<file path="config.mk">
export PLATFORM = sky130hd
export DESIGN_NAME = key_value_line_tokenizer
export DESIGN_NICKNAME = d
export VERILOG_FILES = /design/src/rtl/core/kvlt_pkg.sv /design/src/rtl/core/kvlt_front.sv /design/src/rtl/core/kvlt_cmd_queue.sv /design/src/rtl/core/kvlt_back.sv /design/src/rtl/core/key_value_line_tokenizer.sv
export VERILOG_INCLUDE_DIRS = /design/src /design/src/rtl/core
export SDC_FILE = /design/constraint.sdc
export NUM_CORES = 1
export LEC_CHECK = 0
export BUFFER_PORTS_ARGS = -buffer_cell sky130_fd_sc_hd__buf_2
export CAP_MARGIN = 40
export CELL_PAD_IN_SITES_DETAIL_PLACEMENT = 0
export CELL_PAD_IN_SITES_GLOBAL_PLACEMENT = 2
export CORE_UTILIZATION = 45
export DETAILED_ROUTE_END_ITERATION = 7
export PLACE_DENSITY = 0.83
export SLEW_MARGIN = 20
export SYNTH_ARGS = -nofsm -noshare
export SYNTH_HDL_FRONTEND = slang
export SYNTH_SLANG_ARGS = --single-unit
export TNS_END_PERCENT = 20
</file>
<file path="constraint.sdc">
create_clock -name clk -period 6.6 [get_ports clk]
set_clock_uncertainty 0.05 [all_clocks]
set_input_delay 1.32 -clock clk [delete_from_list [all_inputs] [get_ports clk]]
set_output_delay 1.32 -clock clk [all_outputs]
set_load 0.05 [all_outputs]
</file>
<file path="src/rtl/core/assert_macros.svh">
// Assertion macros shared by the RTL. Synthesis sees empty bodies.
`ifndef ASSERT_MACROS_SVH
`define ASSERT_MACROS_SVH

`ifndef SYNTHESIS

// Condition must hold whenever the block is out of reset.
`define KVLT_ASSERT_ALWAYS(lbl, clk, rstn, cond, msg) \
    lbl: assert property (@(posedge clk) disable iff (!(rstn)) (cond)) else $error(msg);

// When the antecedent holds, the consequent must hold in the same cycle.
`define KVLT_ASSERT_IMP(lbl, clk, rstn, ante, cons, msg) \
    lbl: assert property (@(posedge clk) disable iff (!(rstn)) (ante) |-> (cons)) \
        else $error(msg);

`else

`define KVLT_ASSERT_ALWAYS(lbl, clk, rstn, cond, msg)
`define KVLT_ASSERT_IMP(lbl, clk, rstn, ante, cons, msg)

`endif

`endif

</file>
<file path="src/rtl/core/kvlt_pkg.sv">
`timescale 1ns / 1ps
`default_nettype none

package kvlt_pkg;

    // Default depth of the trailing-whitespace hold.
    localparam int MAX_HELD_WS_DEF = 16;

    // Depth of the command queue between front and back.
    localparam int CMD_DEPTH = 4;

    // Character codes.
    localparam logic [7:0] CH_HASH  = 8'h23;
    localparam logic [7:0] CH_LF    = 8'h0a;
    localparam logic [7:0] CH_CR    = 8'h0d;
    localparam logic [7:0] CH_NUL   = 8'h00;
    localparam logic [7:0] CH_TAB   = 8'h09;
    localparam logic [7:0] CH_SPACE = 8'h20;
    localparam logic [7:0] CH_COLON = 8'h3a;
    localparam logic [7:0] CH_EQUAL = 8'h3d;

    // Role codes on the result channel.
    localparam logic [1:0] ROLE_KEY   = 2'd0;
    localparam logic [1:0] ROLE_VALUE = 2'd1;
    localparam logic [1:0] ROLE_END   = 2'd2;

    typedef struct packed {
        logic [7:0] text_byte;
        logic       end_of_text;
    } in_item_t;

    typedef struct packed {
        logic [7:0] out_char;
        logic [1:0] role;
        logic       has_value;
        logic       last_of_run;
    } out_item_t;

    // Body action of one command.
    typedef enum logic [2:0] {
        ACT_NONE  = 3'd0,
        ACT_KEY   = 3'd1,
        ACT_VALUE = 3'd2,
        ACT_FLUSH = 3'd3,
        ACT_HOLD  = 3'd4
    } act_t;

    typedef struct packed {
        logic [7:0] ch;
        act_t       act;
        logic       close;
        logic       close_hv;
    } cmd_t;

endpackage

`default_nettype wire

</file>
<file path="src/rtl/core/kvlt_front.sv">
`timescale 1ns / 1ps
`default_nettype none

module kvlt_front
(
    input  wire logic             clk,
    input  wire logic             rst_n,
    input  wire logic             text_valid,
    output logic                  text_ready,
    input  wire kvlt_pkg::in_item_t text,
    output kvlt_pkg::cmd_t        cmd,
    output logic                  cmd_push,
    input  wire logic             cmd_full
);

    typedef enum logic [4:0] {
        PH_LINE    = 5'b00001,
        PH_COMMENT = 5'b00010,
        PH_KEY     = 5'b00100,
        PH_SEP     = 5'b01000,
        PH_VALUE   = 5'b10000
    } phase_t;

    phase_t     phase_reg;
    phase_t     phase_next;
    logic [7:0] c;
    logic       is_eol;
    logic       is_ws;
    logic       is_sep;
    logic       is_hash;
    logic       take;

    assign c       = text.text_byte;
    assign is_eol  = (c == kvlt_pkg::CH_LF) || (c == kvlt_pkg::CH_CR) ||
                     (c == kvlt_pkg::CH_NUL);
    assign is_ws   = (c == kvlt_pkg::CH_SPACE) || (c == kvlt_pkg::CH_TAB);
    assign is_sep  = is_ws || (c == kvlt_pkg::CH_COLON) || (c == kvlt_pkg::CH_EQUAL);
    assign is_hash = (c == kvlt_pkg::CH_HASH);

    assign text_ready = !cmd_full;
    assign take       = text_valid && text_ready;

    always_comb
    begin
        phase_next   = phase_reg;
        cmd.ch       = c;
        cmd.act      = kvlt_pkg::ACT_NONE;
        cmd.close    = 1'b0;
        cmd.close_hv = 1'b0;
        case (phase_reg)
            PH_LINE:
            begin
                if (is_hash)
                begin
                    phase_next = PH_COMMENT;
                end
                else if (!is_ws && !is_eol)
                begin
                    cmd.act    = kvlt_pkg::ACT_KEY;
                    phase_next = PH_KEY;
                end
            end
            PH_KEY:
            begin
                if (is_eol || is_hash)
                begin
                    cmd.close  = 1'b1;
                    phase_next = is_hash ? PH_COMMENT : PH_LINE;
                end
                else if (is_sep)
                begin
                    phase_next = PH_SEP;
                end
                else
                begin
                    cmd.act = kvlt_pkg::ACT_KEY;
                end
            end
            PH_SEP:
            begin
                if (is_eol || is_hash)
                begin
                    cmd.close  = 1'b1;
                    phase_next = is_hash ? PH_COMMENT : PH_LINE;
                end
                else if (!is_sep)
                begin
                    cmd.act    = kvlt_pkg::ACT_VALUE;
                    phase_next = PH_VALUE;
                end
            end
            PH_VALUE:
            begin
                if (is_eol || is_hash)
                begin
                    cmd.close    = 1'b1;
                    cmd.close_hv = 1'b1;
                    phase_next   = is_hash ? PH_COMMENT : PH_LINE;
                end
                else if (is_ws)
                begin
                    cmd.act = kvlt_pkg::ACT_HOLD;
                end
                else
                begin
                    cmd.act = kvlt_pkg::ACT_FLUSH;
                end
            end
            default:
            begin
                if (is_eol || (phase_reg != PH_COMMENT))
                begin
                    phase_next = PH_LINE;
                end
            end
        endcase

        // The final byte closes any open record.
        if (text.end_of_text)
        begin
            if ((phase_next == PH_KEY) || (phase_next == PH_SEP))
            begin
                cmd.close = 1'b1;
            end
            else if (phase_next == PH_VALUE)
            begin
                cmd.close    = 1'b1;
                cmd.close_hv = 1'b1;
            end
            phase_next = PH_LINE;
        end
    end

    // Bytes that change nothing downstream are not queued.
    assign cmd_push = take && ((cmd.act != kvlt_pkg::ACT_NONE) || cmd.close);

    always_ff @(posedge clk or negedge rst_n)
    begin
        if (!rst_n)
        begin
            phase_reg <= PH_LINE;
        end
        else if (take)
        begin
            phase_reg <= phase_next;
        end
    end

endmodule

`default_nettype wire

</file>
<file path="src/rtl/core/kvlt_cmd_queue.sv">
`timescale 1ns / 1ps
`default_nettype none

module kvlt_cmd_queue
#(
    parameter int DEPTH = kvlt_pkg::CMD_DEPTH
)
(
    input  wire logic           clk,
    input  wire logic           rst_n,
    input  wire logic           push,
    input  wire kvlt_pkg::cmd_t push_cmd,
    output logic                full,
    input  wire logic           pop,
    output logic                head_valid,
    output kvlt_pkg::cmd_t      head
);

    localparam int PTR_W = (DEPTH > 1) ? $clog2(DEPTH) : 1;
    localparam int CNT_W = $clog2(DEPTH + 1);

    kvlt_pkg::cmd_t   slot_reg [DEPTH];
    logic [PTR_W-1:0] wr_ptr_reg;
    logic [PTR_W-1:0] rd_ptr_reg;
    logic [CNT_W-1:0] cnt_reg;
    logic             do_push;
    logic             do_pop;

    assign full       = (cnt_reg == CNT_W'(DEPTH));
    assign head_valid = (cnt_reg != '0);
    assign head       = slot_reg[rd_ptr_reg];
    assign do_push    = push && !full;
    assign do_pop     = pop && head_valid;

    always_ff @(posedge clk)
    begin
        if (do_push)
        begin
            slot_reg[wr_ptr_reg] <= push_cmd;
        end
    end

    always_ff @(posedge clk or negedge rst_n)
    begin
        if (!rst_n)
        begin
            wr_ptr_reg <= '0;
            rd_ptr_reg <= '0;
            cnt_reg    <= '0;
        end
        else
        begin
            if (do_push)
            begin
                wr_ptr_reg <= (wr_ptr_reg == PTR_W'(DEPTH - 1)) ? '0 : wr_ptr_reg + 1'b1;
            end
            if (do_pop)
            begin
                rd_ptr_reg <= (rd_ptr_reg == PTR_W'(DEPTH - 1)) ? '0 : rd_ptr_reg + 1'b1;
            end
            if (do_push && !do_pop)
            begin
                cnt_reg <= cnt_reg + 1'b1;
            end
            else if (do_pop && !do_push)
            begin
                cnt_reg <= cnt_reg - 1'b1;
            end
        end
    end

endmodule

`default_nettype wire

</file>
<file path="src/rtl/core/kvlt_back.sv">
`timescale 1ns / 1ps
`default_nettype none

module kvlt_back
#(
    parameter int MAX_HELD_WS = kvlt_pkg::MAX_HELD_WS_DEF
)
(
    input  wire logic              clk,
    input  wire logic              rst_n,
    input  wire logic              cmd_valid,
    input  wire kvlt_pkg::cmd_t    cmd,
    output logic                   cmd_pop,
    output logic                   rec_valid,
    input  wire logic              rec_ready,
    output kvlt_pkg::out_item_t    rec
);

    localparam int CNT_W = $clog2(MAX_HELD_WS + 1);

    typedef enum logic [1:0] {
        BK_BODY  = 2'b01,
        BK_CLOSE = 2'b10
    } bk_state_t;

    bk_state_t            state_reg;
    bk_state_t            state_next;
    logic [CNT_W-1:0]     cnt_reg;
    logic [CNT_W-1:0]     cnt_next;
    logic [MAX_HELD_WS-1:0] held_reg;
    logic [MAX_HELD_WS-1:0] held_next;
    logic                 out_valid_reg;
    logic                 out_valid_next;
    kvlt_pkg::out_item_t  out_reg;
    kvlt_pkg::out_item_t  res;
    logic                 emit;
    logic                 body_done;
    logic                 adv;
    logic                 new_tab;
    logic [7:0]           oldest_char;

    // A held entry of 1 stands for a tab, 0 for a space.
    assign new_tab     = (cmd.ch == kvlt_pkg::CH_TAB);
    assign oldest_char = held_reg[0] ? kvlt_pkg::CH_TAB : kvlt_pkg::CH_SPACE;
    assign adv         = !out_valid_reg || rec_ready;

    always_comb
    begin
        state_next      = state_reg;
        cnt_next        = cnt_reg;
        held_next       = held_reg;
        out_valid_next  = out_valid_reg && !rec_ready;
        cmd_pop         = 1'b0;
        emit            = 1'b0;
        body_done       = 1'b0;
        res.out_char    = cmd.ch;
        res.role        = kvlt_pkg::ROLE_VALUE;
        res.has_value   = 1'b0;
        res.last_of_run = 1'b0;
        if (cmd_valid && adv)
        begin
            case (state_reg)
                BK_BODY:
                begin
                    case (cmd.act)
                        kvlt_pkg::ACT_KEY:
                        begin
                            emit      = 1'b1;
                            res.role  = kvlt_pkg::ROLE_KEY;
                            body_done = 1'b1;
                        end
                        kvlt_pkg::ACT_VALUE:
                        begin
                            emit      = 1'b1;
                            cnt_next  = '0;
                            body_done = 1'b1;
                        end
                        kvlt_pkg::ACT_FLUSH:
                        begin
                            emit = 1'b1;
                            if (cnt_reg != '0)
                            begin
                                // Release the oldest held blank, one per cycle while the result channel accepts beats.
                                res.out_char = oldest_char;
                                held_next    = held_reg >> 1;
                                cnt_next     = cnt_reg - 1'b1;
                            end
                            else
                            begin
                                body_done = 1'b1;
                            end
                        end
                        kvlt_pkg::ACT_HOLD:
                        begin
                            body_done = 1'b1;
                            if (cnt_reg == CNT_W'(MAX_HELD_WS))
                            begin
                                // Hold is full: the oldest blank goes out.
                                emit                       = 1'b1;
                                res.out_char               = oldest_char;
                                held_next                  = held_reg >> 1;
                                held_next[MAX_HELD_WS - 1] = new_tab;
                            end
                            else
                            begin
                                for (int i = 0; i < MAX_HELD_WS; i++)
                                begin
                                    if (cnt_reg == CNT_W'(i))
                                    begin
                                        held_next[i] = new_tab;
                                    end
                                end
                                cnt_next = cnt_reg + 1'b1;
                            end
                        end
                        default:
                        begin
                            body_done = 1'b1;
                        end
                    endcase

                    if (body_done)
                    begin
                        if (!cmd.close)
                        begin
                            res.last_of_run = 1'b1;
                            cmd_pop         = 1'b1;
                        end
                        else if (emit)
                        begin
                            state_next = BK_CLOSE;
                        end
                        else
                        begin
                            // Nothing from the body, so the record end goes now.
                            emit            = 1'b1;
                            res.out_char    = '0;
                            res.role        = kvlt_pkg::ROLE_END;
                            res.has_value   = cmd.close_hv;
                            res.last_of_run = 1'b1;
                            cnt_next        = '0;
                            cmd_pop         = 1'b1;
                        end
                    end
                end
                BK_CLOSE:
                begin
                    emit            = 1'b1;
                    res.out_char    = '0;
                    res.role        = kvlt_pkg::ROLE_END;
                    res.has_value   = cmd.close_hv;
                    res.last_of_run = 1'b1;
                    cnt_next        = '0;
                    cmd_pop         = 1'b1;
                    state_next      = BK_BODY;
                end
                default:
                begin
                    state_next = BK_BODY;
                end
            endcase
        end
        if (emit)
        begin
            out_valid_next = 1'b1;
        end
    end

    always_ff @(posedge clk or negedge rst_n)
    begin
        if (!rst_n)
        begin
            state_reg     <= BK_BODY;
            cnt_reg       <= '0;
            out_valid_reg <= 1'b0;
        end
        else
        begin
            state_reg     <= state_next;
            cnt_reg       <= cnt_next;
            out_valid_reg <= out_valid_next;
        end
    end

    always_ff @(posedge clk)
    begin
        held_reg <= held_next;
        if (emit)
        begin
            out_reg <= res;
        end
    end

    assign rec_valid = out_valid_reg;
    assign rec       = out_reg;

endmodule

`default_nettype wire

</file>
<file path="src/rtl/core/key_value_line_tokenizer.sv">
// Commands pass through a four-entry command queue that absorbs bursts; the back end
// registers each result beat. The front end takes one byte per cycle while the queue is
// not full. A value character after n held blanks comes out as the n blanks and then
// the character, and a record end that follows a character is a beat of its own.
// Reset: rst_n is asynchronous, active low; it clears the parse phase, the queue, the
// held-blank count and the output valid. The held-blank store itself is not reset.
`timescale 1ns / 1ps
`default_nettype none

`include "assert_macros.svh"

module key_value_line_tokenizer
#(
    parameter int MAX_HELD_WS = kvlt_pkg::MAX_HELD_WS_DEF
)
(
    input  wire logic                clk,
    input  wire logic                rst_n,
    input  wire logic                text_valid,
    output logic                     text_ready,
    input  wire kvlt_pkg::in_item_t  text,
    output logic                     rec_valid,
    input  wire logic                rec_ready,
    output kvlt_pkg::out_item_t      rec
);

    // The front end runs the line parser at one beat per cycle while the queue has room
    // and turns each byte into at most one command. Bytes that only move the parser along,
    // such as leading blanks, separators and comment text, produce no command at all.
    kvlt_pkg::cmd_t front_cmd;
    logic           front_push;
    logic           queue_full;

    // The back end owns the held-blank store and expands commands into result beats.
    kvlt_pkg::cmd_t head_cmd;
    logic           head_valid;
    logic           head_pop;

    kvlt_front u_front
    (
        .clk        (clk),
        .rst_n      (rst_n),
        .text_valid (text_valid),
        .text_ready (text_ready),
        .text       (text),
        .cmd        (front_cmd),
        .cmd_push   (front_push),
        .cmd_full   (queue_full)
    );

    kvlt_cmd_queue #(
        .DEPTH (kvlt_pkg::CMD_DEPTH)
    ) u_queue
    (
        .clk        (clk),
        .rst_n      (rst_n),
        .push       (front_push),
        .push_cmd   (front_cmd),
        .full       (queue_full),
        .pop        (head_pop),
        .head_valid (head_valid),
        .head       (head_cmd)
    );

    // The output register inside the back end holds the current result beat; the back end
    // moves on to the next command only once that beat is taken or the register is empty.
    kvlt_back #(
        .MAX_HELD_WS (MAX_HELD_WS)
    ) u_back
    (
        .clk       (clk),
        .rst_n     (rst_n),
        .cmd_valid (head_valid),
        .cmd       (head_cmd),
        .cmd_pop   (head_pop),
        .rec_valid (rec_valid),
        .rec_ready (rec_ready),
        .rec       (rec)
    );

    // A record end always carries a zero character and always closes its run.
    `KVLT_ASSERT_IMP(a_end_char_zero, clk, rst_n,
        rec_valid && (rec.role == kvlt_pkg::ROLE_END), rec.out_char == 8'd0,
        "record end with non-zero character")
    `KVLT_ASSERT_IMP(a_end_is_last, clk, rst_n,
        rec_valid && (rec.role == kvlt_pkg::ROLE_END), rec.last_of_run,
        "record end not marked as last of run")
    // Only record ends may report a value.
    `KVLT_ASSERT_IMP(a_hv_only_on_end, clk, rst_n,
        rec_valid && (rec.role != kvlt_pkg::ROLE_END), !rec.has_value,
        "has_value set on a character beat")
    `KVLT_ASSERT_ALWAYS(a_role_legal, clk, rst_n,
        !rec_valid || (rec.role <= kvlt_pkg::ROLE_END),
        "reserved role code on the result channel")

endmodule

`default_nettype wire
</file>
Word level (Yosys, flattened, before mapping):

Memories as Yosys holds them, arrays and structs flattened.
Cells that the tools add are included.

* register bits: 48
* RAM bits: 52
* input bits: 13
* output and inout bits: 14
* logic and storage cells: 242
* memories: 1

Memory list
* u_queue.slot_reg: words 4, bits a word 13, read ports 1, clocked after memory_dff 0, wr ports 1, RTL line kvlt_cmd_queue.sv:22 `kvlt_pkg::cmd_t slot_reg [DEPTH];`

* $add $sub $neg: 6
* equal/unequal tests: 61
* mux-type cells: 93
* reduce and logical (&&, ||, !) cells: 54

Operators with widths (count)
* AND reduction 5 bit: 16
* 2-to-1 mux 5 bit: 14
* == test 5 x 4 -> 1 bit, second input constant: 10
* != test 3 x 1 -> 1 bit, second input constant: 16
* 2-to-1 mux 1 bit: 41
* 2-to-1 mux 12 bit: 3
* == test 8 x 4 -> 1 bit, second input constant: 4
* == test 8 x 6 -> 1 bit, second input constant: 4
* 2-to-1 mux 16 bit: 2
* case mux 16 bit (2 select lines): 1
* == test 5 x 3 -> 1 bit, second input constant: 6
* case mux 12 bit (2 select lines): 1
* 2-to-1 mux 2 bit: 11
* 2-to-1 mux 3 bit: 7
* case mux 5 bit (4 select lines): 1
* 2-to-1 mux 8 bit: 2
* case mux 8 bit (2 select lines): 1
* == test 5 bit, second input constant: 3
* case mux 5 bit (3 select lines): 1
* case mux 3 bit (4 select lines): 1
* 2-to-1 mux 11 bit: 1
* == test 5 x 1 -> 1 bit, second input constant: 2
* == test 5 x 2 -> 1 bit, second input constant: 2
* logical OR 1 bit: 10
* other kinds (26): 54

Logic depth before layout (Yosys ltp):

* depth after elaboration: 19
* gate-level depth with buffers: 14
* gate-level depth less buffers: 14

Hierarchy:

A second synthesis with hierarchy kept.

* cell total of the unflattened synthesis: 449
* area total of the unflattened synthesis: 5504.0 um^2

By module, submodules not included
* kvlt_cmd_queue: instances 1, cells each 105, area an instance 2341.0 um^2, seq. area each 1736.7 um^2
* kvlt_back: instances 1, cells each 217, area an instance 2240.9 um^2, seq. area each 1042.2 um^2
* kvlt_front: instances 1, cells each 127, area an instance 922.1 um^2, seq. area each 126.4 um^2

Least setup slack after synthesis:

No wires, ideal clock.

* path kind: input -> register
* start: in text[1] in the netlist's numbering
* end: reg u_queue.cnt_reg[2]
* library setup time: 0.079 ns
* arrival: 3.853 ns
* required time: 6.471 ns
* slack: 2.618 ns
* stages: 12
* path buffers: 1
* cell sequence: buf_2 -> or4_1 -> a2bb2oi_1 -> a211oi_1 -> a31oi_2 -> a41oi_2 -> ha_1 -> inv_1 -> fa_1 -> xor2_1 -> nor2_1 -> xor2_1

* cells in the longest elaborated chain, start to end: 18

Ends and longest elaborated chain
* from (decl): RTL line key_value_line_tokenizer.sv:21 `input wire kvlt_pkg::in_item_t text,`
* == test 8 x 4 -> 1 bit: RTL line kvlt_front.sv:34 `assign is_eol = (c == kvlt_pkg::CH_LF) || (c == kvlt_pkg::CH_CR) ||`
* logical OR 1 bit (2 in series): RTL line kvlt_front.sv:34
* logical NOT 1 bit: RTL line kvlt_front.sv:57 `else if (!is_ws && !is_eol)`
* logical AND 1 bit: RTL line kvlt_front.sv:57
* 2-to-1 mux 5 bit: RTL line kvlt_front.sv:57
* 2-to-1 mux 5 bit: RTL line kvlt_front.sv:53 `if (is_hash)`
* case mux 5 bit (4 select lines): RTL line kvlt_front.sv:50 `case (phase_reg)`
* == test 5 bit, or another cell as far along: RTL line kvlt_front.sv:125 `else if (phase_next == PH_VALUE)`
* [... 2 more ...]
* 2-to-1 mux 2 bit: RTL line kvlt_front.sv:119 `if (text.end_of_text)`
* logical OR 1 bit (*): RTL line kvlt_front.sv:135 `assign cmd_push = take && ((cmd.act != kvlt_pkg::ACT_NONE) || cmd.close);`
* logical AND 1 bit (*): RTL line kvlt_front.sv:135
* logical AND 1 bit (*): RTL line kvlt_cmd_queue.sv:32 `assign do_push = push && !full;`
* net u_queue.do_push: RTL line kvlt_cmd_queue.sv:26 `logic do_push;`
* logical NOT 1 bit: RTL line kvlt_cmd_queue.sv:65 `else if (do_pop && !do_push)`
* logical AND 1 bit: RTL line kvlt_cmd_queue.sv:65
* nonzero test 2 bit (no source line)
* to (signal assigned): RTL line kvlt_cmd_queue.sv:63 `cnt_reg <= cnt_reg + 1'b1;`
* to (signal assigned): RTL line kvlt_cmd_queue.sv:67 `cnt_reg <= cnt_reg - 1'b1;`
* to (decl): RTL line kvlt_cmd_queue.sv:25 `logic [CNT_W-1:0] cnt_reg;`

The timed path passes the listed nets; every way through them passes the cells marked *.
A chain may end at the register's enable or synchronous reset.

Worst setup path after layout:

* start: in text[2] in the netlist's numbering
* end: reg u_queue.cnt_reg[2]

The elaborated chain is that of the path after synthesis.

==> results.md <==
* Max Freq at 0.255 GHz
* Worst-skew pair later-pin latency at 0.34 ns
* Slew Limit Fails at 0
* CTS Buf Count at 9
* Pin count of the biggest net entering global routing at 23
* Starting Density at 47.1%
* Seq/Total Area, Yosys at 55.9%
* IO Port Bufs at 26
* Final hold viol count at 0
* CP arrival at 4.14 ns
* Width of the die at 109 um
* Yosys reg bits at 100
* Share of the synthesized area in the top cell type at 46.2%
* Die area at 0.0120 sq mm
* Syn_nets at 458
* MaxCap Viol Count at 0
* Most frequent cells in the layout: edfxtp_1 (80), nand2_1 (53), nor2_1 (26), buf_2 (26), a21oi_1 (20)
* Slowest cell on the critical path: fa_1
* # clock sinks at 100
* CP max stage delay at 0.42 ns
* Gr usage total at 19.0%
* RSZ-0062 raised after global routing: no
* Pre-Repair DR Iteration Count at 4
* PwrDens at 492 mW/mm^2
* Filler cells at 980
* Relative slew slack at 50.1%
* Core footprint at 0.0110 sq mm
* Reg-to-Reg Start: u_queue.rd_ptr_reg[0]
* Hold_sp: u_back.state_reg[0]
* Post-CTS setup buffers at 0
* CP dominant cell by count: xor2_1
* Synth Flop Type: edfxtp_1
* CTS max path bufs at 2
* Area delta synth->final at 10.5%
* Nets at 475
* Die Y-Extent at 109 um
* Share of layout cells above drive strength 1 at 17.0%
* H-tree depth at 3
* Final setup fails at 0
* DRC at 0
* GPL Wtd Cong at 0.829
* Antenna violations before repair at 0
* Vias per cell at 5.82
* # hold bufs at CTS at 0
* Min-delay worst type: flip-flop to flip-flop
* # placed instances at 576
* # diodes at 0
* Worst path cell trace: buf_2 -> and3b_1 -> o211ai_1 -> nand3_1 -> a211o_1 -> a41oi_2 -> ha_1 -> inv_1 -> fa_1 -> xor2_1 -> nor2_1 -> xor2_1
* Row count at 38
* Post-route minimum period at 3.92 ns
* EDFF count, synth at 80
* Hold Path Cell Cnt at 2
* Startpoint Class: input pin
* CTS clk-pin slew, worst paths at 0.08 ns
* Dominant cells by area after synthesis: edfxtp_1 (46%), dfrtp_1 (8.7%), mux4_2 (5.6%)
* Via count at 3444
* WL/cell at 17.6 um
* CTS tree: built
* Min-Delay Endpoint: u_back.state_reg[0]
* Async set-or-reset flop fraction in the synthesized netlist at 20.0%
* Final WL at 10.4 mm
* Crit-path max FO at 13
* Number of global-route vias before repair at 3260
* Iteration-0 DRC Markers at 220
* Worst reg2reg path depth at 13
* Commonest non-fill, non-tap cell in the layout: edfxtp_1
* First-pass GRT wire length at 17.0 mm
* Outcome: complete, no violations
* Total gr overflow at 0
* Cell taking the most area after synthesis: edfxtp_1
* IO Count at 27
* Number of flip-flops in the largest register at 52
* Flop-to-flop setup slack at 3.01 ns
* Worst path required time at 6.82 ns
* Avg Cell Area, Syn at 12.1 sq um
* ANT nets after route at 0
* RR Endpoint: u_queue.cnt_reg[2]
* Slew at the pin closest to its max-slew limit at 0.746 ns
* Number of warnings issued by yosys at 0
* Lkg Pwr at 2.20 nW
* Count of different cell masters after synthesis at 66
* Post_cts resized at 0
* Kind of critical path: input pin to flip-flop
* CP Capture Type: flip-flop
* Synthesized instance count at 430
* Post-DP HPWL at 7.33 mm
* Final Cycle Share at 59.4%
* Synthesized area at 0.00520 sq mm
* Setup TNS Final at 0 ns
* Worst IR Drop VDD at 0.321 mV
* Non-Filler Instances at 592
* Root Driver: clkbuf_16
-- worst max-delay path by stage --
stage	cells after the start	start	end
after global routing	12	text[2]	u_queue.cnt_reg[2]
after detailed placement	12	text[2]	u_queue.cnt_reg[2]
after global placement	12	text[2]	u_queue.cnt_reg[2]
after floorplan	12	text[1]	u_queue.cnt_reg[2]
after CTS	12	text[2]	u_queue.cnt_reg[2]
final	12	text[2]	u_queue.cnt_reg[2]
-- worst max-delay path, delay by kind of cell --
family	cells	cell delay, ns
AOI/OAI and AO/OA	3	1.03
xor gates and xnor gates	2	0.31
buffers and inverters	2	0.27
adders and majority gates	2	0.68
and+or+nand+nor	3	0.53
-- cell usage after synthesis (all sizes together), types with 3 or more instances --
library cell  count
and2             11
inv              17
nor4              3
dfrtp            18
nand4             3
o31ai             5
a21o              3
clkbuf           19
nand3b            4
nand3             6
nor2b            10
nor3              9
a21oi            21
xor2              5
a22o             10
o211ai            5
or2               3
mux4             13
nand2b            3
nor4b             6
xnor2             4
o21ai            15
nor4bb            3
a211oi            6
nor2             27
ha               14
mux2              5
edfxtp           80
nor3b             4
nand2            53
buf               5
-- cell families (layout without fill, tap and decap cells) --
| family | after synthesis | after routing | share of synthesized area (%) |
|---|---|---|---|
| and+or+nand+nor | 161 | 161 | 17.0 |
| buffers and inverters | 41 | 63 | 3.32 |
| adders and majority gates | 15 | 15 | 3.76 |
| DFF | 100 | 100 | 55.9 |
| AOI/OAI and AO/OA | 85 | 85 | 11.6 |
| muxes | 19 | 19 | 6.91 |
| xor gates and xnor gates | 9 | 9 | 1.52 |
-- cell type report --
type | count | area (sq um) | area share (%)
clock buffer | 9 | 225 | 3.92
clock inverter | 7 | 76.3 | 1.33
inverter | 17 | 63.8 | 1.11
multi-input combinational | 289 | 2120 | 36.9
sequential | 100 | 2910 | 50.6
tap | 140 | 175 | 3.05
timing repair buffer | 30 | 175 | 3.05
-- metrics by stage --
stage / setup WS, ns / hold WS, ns / util (%) / cell area, sq um / power [mW]
2_1_floorplan: 2.62 / 0.414 / - / 5200 / 2.02
3_3_place_gp: 2.40 / 0.434 / 49.0 / 5410 / 2.28
3_5_place_dp: 2.30 / 0.441 / 49.3 / 5440 / 2.32
4_1_cts: 2.69 / 0.453 / 52.0 / 5740 / 2.85
5_1_grt: 2.47 / 0.479 / 52.0 / 5740 / 3.02
6_report: 2.68 / 0.455 / 52.0 / 5740 / 2.82
-- metal layers --
layer / wire [um] / global-route usage (%) / vias up
met3: 413 / 3.50 / 5
met5: 0 / 0 / -
met4: 91 / 5.90 / 0
met1: 5100 / 28.0 / 1716
li1: - / - / 1654
met2: 4810 / 28.4 / 69
-- where the power goes --
| part | leakage [nW] | switching, mW | internal (mW) | total (mW) |
|---|---|---|---|---|
| clock network | 0.149 | 0.254 | 0.270 | 0.524 |
| registers | 0.988 | 0.126 | 0.933 | 1.06 |
| logic | 1.06 | 0.769 | 0.470 | 1.24 |
| total | 2.20 | 1.15 | 1.67 | 2.82 |
Power figures use the tool's default switching activity.
